File: src/rtl/tpi_pkg.sv
`timescale 1ns / 1ps
package tpi_pkg;

    localparam int NORMAL_FRAC_BITS = 30;
    localparam int IN_W      = 32;
    localparam int NUM_IN    = 12;
    localparam int NUM_DET   = 4;
    localparam int NUM_TERMS = 6;
    localparam int PROD_W    = 2 * IN_W;
    localparam int TERM_W    = 3 * IN_W;
    localparam int DET_W     = TERM_W + 2;
    localparam int REM_W     = DET_W - 1 + NORMAL_FRAC_BITS + 1;
    localparam int BIG_W     = REM_W + 2;
    localparam int Q_W       = 32;
    localparam int THR_SHIFT = 2 * NORMAL_FRAC_BITS;
    localparam int DET_MIN_W = 31;

    localparam logic [DET_MIN_W-1:0] DET_MIN_RESET =
        DET_MIN_W'(((64'd1 << NORMAL_FRAC_BITS) + 64'd5000) / 64'd10000);

    localparam logic [Q_W-1:0] Q_POS_MAX = {1'b0, {(Q_W-1){1'b1}}};
    localparam logic [Q_W-1:0] Q_NEG_MAX = {1'b1, {(Q_W-1){1'b0}}};

    // Column picked in each row for the six terms of a 3x3 determinant.
    // The last three terms are subtracted.
    localparam logic [1:0] PERM [NUM_TERMS][3] = '{
        '{2'd0, 2'd1, 2'd2},
        '{2'd1, 2'd2, 2'd0},
        '{2'd2, 2'd0, 2'd1},
        '{2'd2, 2'd1, 2'd0},
        '{2'd1, 2'd0, 2'd2},
        '{2'd0, 2'd2, 2'd1}
    };

    typedef logic [REM_W-1:0] rem_t;

    typedef struct packed {
        logic       singular;
        logic [2:0] neg;
        logic [2:0] big;
    } cell_ctl_t;

    typedef struct packed {
        cell_ctl_t               ctl;
        rem_t                    ds;
        rem_t [2:0]              rem;
        logic [2:0][Q_W-1:0]     q;
    } cell_t;

endpackage

File: src/rtl/tpi_cell.sv
`timescale 1ns / 1ps
module tpi_cell (
    input  logic           clk,
    input  logic           rst_n,
    input  logic           en,
    input  logic           in_valid,
    input  tpi_pkg::cell_t in_data,
    output logic           out_valid,
    output tpi_pkg::cell_t out_data
);
    import tpi_pkg::*;

    cell_t      data_next;
    logic [2:0] ge;

    // One quotient bit per lane: the divisor arrives pre-shifted for this bit.
    always_comb
    begin
        data_next = in_data;
        data_next.ds = in_data.ds >> 1;
        for (int k = 0; k < 3; k++)
        begin
            ge[k] = in_data.rem[k] >= in_data.ds;
            data_next.rem[k] = ge[k] ? in_data.rem[k] - in_data.ds : in_data.rem[k];
            data_next.q[k] = {in_data.q[k][Q_W-2:0], ge[k]};
        end
    end

    always_ff @(posedge clk or negedge rst_n)
    begin
        if (!rst_n)
            out_valid <= 1'b0;
        else if (en)
            out_valid <= in_valid;
    end

    always_ff @(posedge clk)
    begin
        if (en)
            out_data <= data_next;
    end
endmodule

File: config.mk
export PLATFORM = sky130hd
export DESIGN_NAME = tpi_cell
export DESIGN_NICKNAME = d
export VERILOG_FILES = /design/src/rtl/tpi_pkg.sv /design/src/rtl/tpi_cell.sv
export SDC_FILE = /design/constraint.sdc
export NUM_CORES = 2
export LEC_CHECK = 0
export ABC_AREA = 0
export BUFFER_PORTS_ARGS = -buffer_cell sky130_fd_sc_hd__clkbuf_2
export CAP_MARGIN = 20
export CELL_PAD_IN_SITES_DETAIL_PLACEMENT = 1
export CELL_PAD_IN_SITES_GLOBAL_PLACEMENT = 1
export CORE_AREA = 2 2 478 480
export DETAILED_ROUTE_END_ITERATION = 7
export DIE_AREA = 0 0 480 482
export PLACE_DENSITY = 0.47
export SLEW_MARGIN = 0
export SYNTH_ARGS = -nofsm -noshare
export SYNTH_HDL_FRONTEND = slang
export SYNTH_SLANG_ARGS = --single-unit
File: constraint.sdc
create_clock -name clk -period 1.1 [get_ports clk]
set_input_delay 0.22 -clock clk [delete_from_list [all_inputs] [get_ports clk]]
set_output_delay 0.22 -clock clk [all_outputs]
set_load 0.05 [all_outputs]
# Word level (Yosys, flattened, before mapping)
# Cells that the tools add are included.
dict set report word_totals {
  reg_bits 615
  wordCells 20
}
dict set report op_classes {
  addsub 3
  magnitude_cmp 3
  n_mux 3
}
# op n
set op_table {}
lappend op_table {{>= comparator 128 bit} 3}
lappend op_table {{2-to-1 mux 128 bit} 3}
lappend op_table {{subtractor 128 bit} 3}

# Depth between registers and ports, before layout
dict set report depth {
  ltp_word 2
  ltp_mapped 18
  depth_no_buf 17
}

# Worst setup path before layout
# No wires, ideal clock.
dict set report synth_path {
  path_type {input port to flip-flop}
  from {input port in_data[96] (netlist bit)}
  to {register out_data[211] (netlist bit) (data pin)}
  arrival_time_ns 3.330
  t_required_ns 0.845
  path_slack_ns -2.485
  stages 17
  path_buffers 2
  cell_sequence {inv_1 ha_1 fa_1 nand2b_1 a21oi_1 a21oi_1 o221ai_2 a21boi_1 o21ai_2 a21boi_1 o31ai_1 a211oi_2 buf_4 buf_4 nor4_1 a31oi_1 and3_1}
}
# item line
set synth_lines {}
lappend synth_lines {{start: declaration} tpi_cell.sv:7} ;# input tpi_pkg::cell_t in_data,
lappend synth_lines {{end signal: assignment} tpi_cell.sv:40} ;# out_data <= data_next;
lappend synth_lines {{end: declaration} tpi_cell.sv:9} ;# output tpi_pkg::cell_t out_data

==> out/metrics.csv <==
metric;value;unit
vias_per_cell;4.78;
grt_pass1_wl;475;mm
route.detailed.drc;0;
worst_slack;-2.51;ns
synth_area_per_cell;8.71;µm²
p_per_area;1280;nW/µm²
synth_fa_ha_area_frac;0.0996;
gp_congestion;0.944;
cts_tree;yes;
initial_core_util;0.216;
r2r-start;out_valid;
critical_path.max_stage_delay;0.62;ns
finalSetupViolations;1077;
nets;10914;
fin_area;95200;µm²
synth-seq-area-share;0.378;
grt_pass1_vias;65517;
yosysMostFrequentCell;nand2_1;
status;finished with violations;
min_path_type;in -> reg;
ant_nets;0;
wl_met1;150;mm
synth_top_family_by_area;compound AO/OA/AOI/OAI gates;
cp_slowest_cell;or4b_4;
violations;hold timing, setup timing;
syn_to_final_growth;94.9;%
dieWidth;480;µm
stdcell_count;13030;
io_pins;1235;
synth.top_cells.by_count;nand2_1, edfxtp_1, a21oi_1;
netlist_area;48800;µm²
vias;62251;
ys_types;89;
synthArstFlopShare;0.00163;
drive_gt1_frac;0.477;
core;226000;µm²
synthMuxAreaShare;0.00241;
dr_wl_met3;17.8;mm
cts_root_buf;clkbuf_16;
worstMarginPinSlew;0.908;ns
dieArea;231000;µm²
whs;-0.145;ns
ys_ff_latch;615;
hpwl;279;mm
dpl-instance-area;79300;µm²
yosys.area.top_type;edfxtp_1;
n_fill_cell;26362;
worst_clock_skew;0;ns
syn_nets;6615;
ys_top_cells_by_area;edfxtp_1, ha_1, a21oi_1;
ys_warn_count;0;
top_layer_used;met5;
dr.pass1.iters;7;
synth_top_area_frac;0.378;
clk_latency;0.74;ns
overflow;0;
clock_tree.buffer_depth;3;
synth_xor_area_frac;0.0646;
cp.arrival;4.24;ns
cts_buffers;85;
synthFlopType;edfxtp_1;
crit_start;in_data[497];
die-height;482;µm
period_share;3.29;
rows;175;
htreeDepth;3;
min-delay-start;in_data[352];
netlist_instances;5609;
worstPathCellList;clkbuf_16 -> inv_12 -> ha_4 -> and3_4 -> buf_6 -> nand2_4 -> or3_4 -> or4b_4 -> o311a_1 -> o211ai_1 -> clkbuf_16 -> a31oi_4 -> o21a_1 -> a21oi_2 -> a21oi_4 -> buf_12 -> clkinv_16 -> buf_16 -> buf_16 -> nor2_1 -> a21oi_2;
io_buffers;1230;
crit_type;in -> reg;
cts_sinks;615;
maxSlewViolCount;0;
synth_edf_count;614;
synth-compound-area-share;0.245;
timing.final.crit_period;3.61;ns
track_usage;0.285;
drt_iter0_markers;3483;
post-place-cells;12028;
rr_worst_depth;1;
dp_worst_setup_slack;-3.70;ns
crit_fanout;8;
hold_depth;3;
hold_viol;1;
start_kind;input pin;
cp.required;1.72;ns
cp-end-kind;flop;
antenna_found_initial;97;
wl;347;mm
grt_max_degree;47;
synthSimpleGateAreaFrac;0.161;
met2_wirelength;162;mm
max-vdd-ir-drop;0.00115;V
slew_headroom;0.388;
clk_pin_slew;0.05;ns
avgRoutedWirePerCell;26.7;µm
rsz0062_at_grt;yes;
drv_cap;0;
leakage;0.0431;µW
fmax;277;MHz
report_power, final:
part	switching, µW	internal [µW]	total (µW)
logic	35000	25400	60400
registers	1730	29400	31200
clock network	12700	17300	30000
total	49500	72100	122000
worst max-delay path: cells and delay by family:
| kind | cells | cell delay (ns) |
|---|---|---|
| adders and majority gates | 1 | 0.25 |
| buffers and inverters | 8 | 1.07 |
| and+or+nand+nor | 5 | 1.27 |
| AOI/OAI and AO/OA | 7 | 1.29 |
layout make-up:
type | count | area [µm²] | share of cell area
flip-flops and latches | 615 | 18500 | 0.194
clock buffers | 98 | 2210 | 0.0232
diodes | 45 | 113 | 0.00118
multi-input cells | 4435 | 31900 | 0.336
clock inverters | 57 | 681 | 0.00715
inverters | 282 | 1260 | 0.0132
well taps | 3009 | 3760 | 0.0396
repair buffers | 4489 | 36800 | 0.386
what timing repair did:
| item | in CTS | in global routing |
|---|---|---|
| endpoints found under the setup margin | 1002 | 1056 |
| pin swaps | 117 | 190 |
| cloned | 30 | 19 |
| resized for setup | 475 | 572 |
| endpoints found under the hold margin | 621 | 3 |
| hold buffers | 602 | 3 |
| setup buffers | 100 | 83 |
per-stage QoR:
step                      total power [µW]  setup TNS (ns)   util
after detailed placement             83600        -1311.14  0.350
after CTS                           120000        -1209.64  0.406
final                               122000        -1173.73  0.420
after global placement               83300        -1385.88  0.350
after global routing                126000        -1228.74  0.420
after floorplan                      56700         -769.19      -
state kept, by name, indices dropped and copies added, names as in the netlist:
signal	cells
out_data	614
out_valid	1
final timing paths:
path	endpoint	slack [ns]
max in group asynchronous	out_valid	0.69
min in group asynchronous	out_valid	0.31
worst min register to register	out_valid	0.55
worst min-delay path	out_data[352]	-0.14
worst max-delay path	out_data[226]	-2.51
worst max register to register	out_valid	0.33
cells in the final DEF, fill, tap and decap left out, types with 32 or more instances in the layout:
master	count
xor2_1	147
buf_12	224
o21ai_0	330
nand4_1	195
a21o_1	192
nor2_2	47
a21oi_2	151
dlygate4sd3_1	605
inv_1	228
o21a_1	40
nand2_1	597
buf_6	68
o21ai_1	177
o21ai_2	63
ha_4	64
o21bai_1	110
buf_8	32
buf_4	2402
nand2_2	32
a31oi_1	35
ha_1	314
nand2b_1	35
a21oi_1	519
xnor2_1	196
diode_2	45
nand3_1	62
nor2b_1	34
edfxtp_1	614
nor3_1	85
nor2_1	376
clkbuf_16	104
a21oi_4	33
clkbuf_2	1096
kinds of logic after synthesis:
logic type,Yosys count
other,1
muxes,11
adders and majority gates,387
DFF,615
buffers and inverters,559
and+or+nand+nor,1723
xor gates and xnor gates,360
AOI/OAI and AO/OA,1953
metal layers:
| layer | track usage | vias up |
|---|---|---|
| met1 | 0.362 | 30728 |
| met4 | 0.129 | 32 |
| li1 | - | 29305 |
| met3 | 0.0497 | 506 |
| met5 | 0 | - |
| met2 | 0.471 | 1680 |
Power figures use the tool's default switching activity.
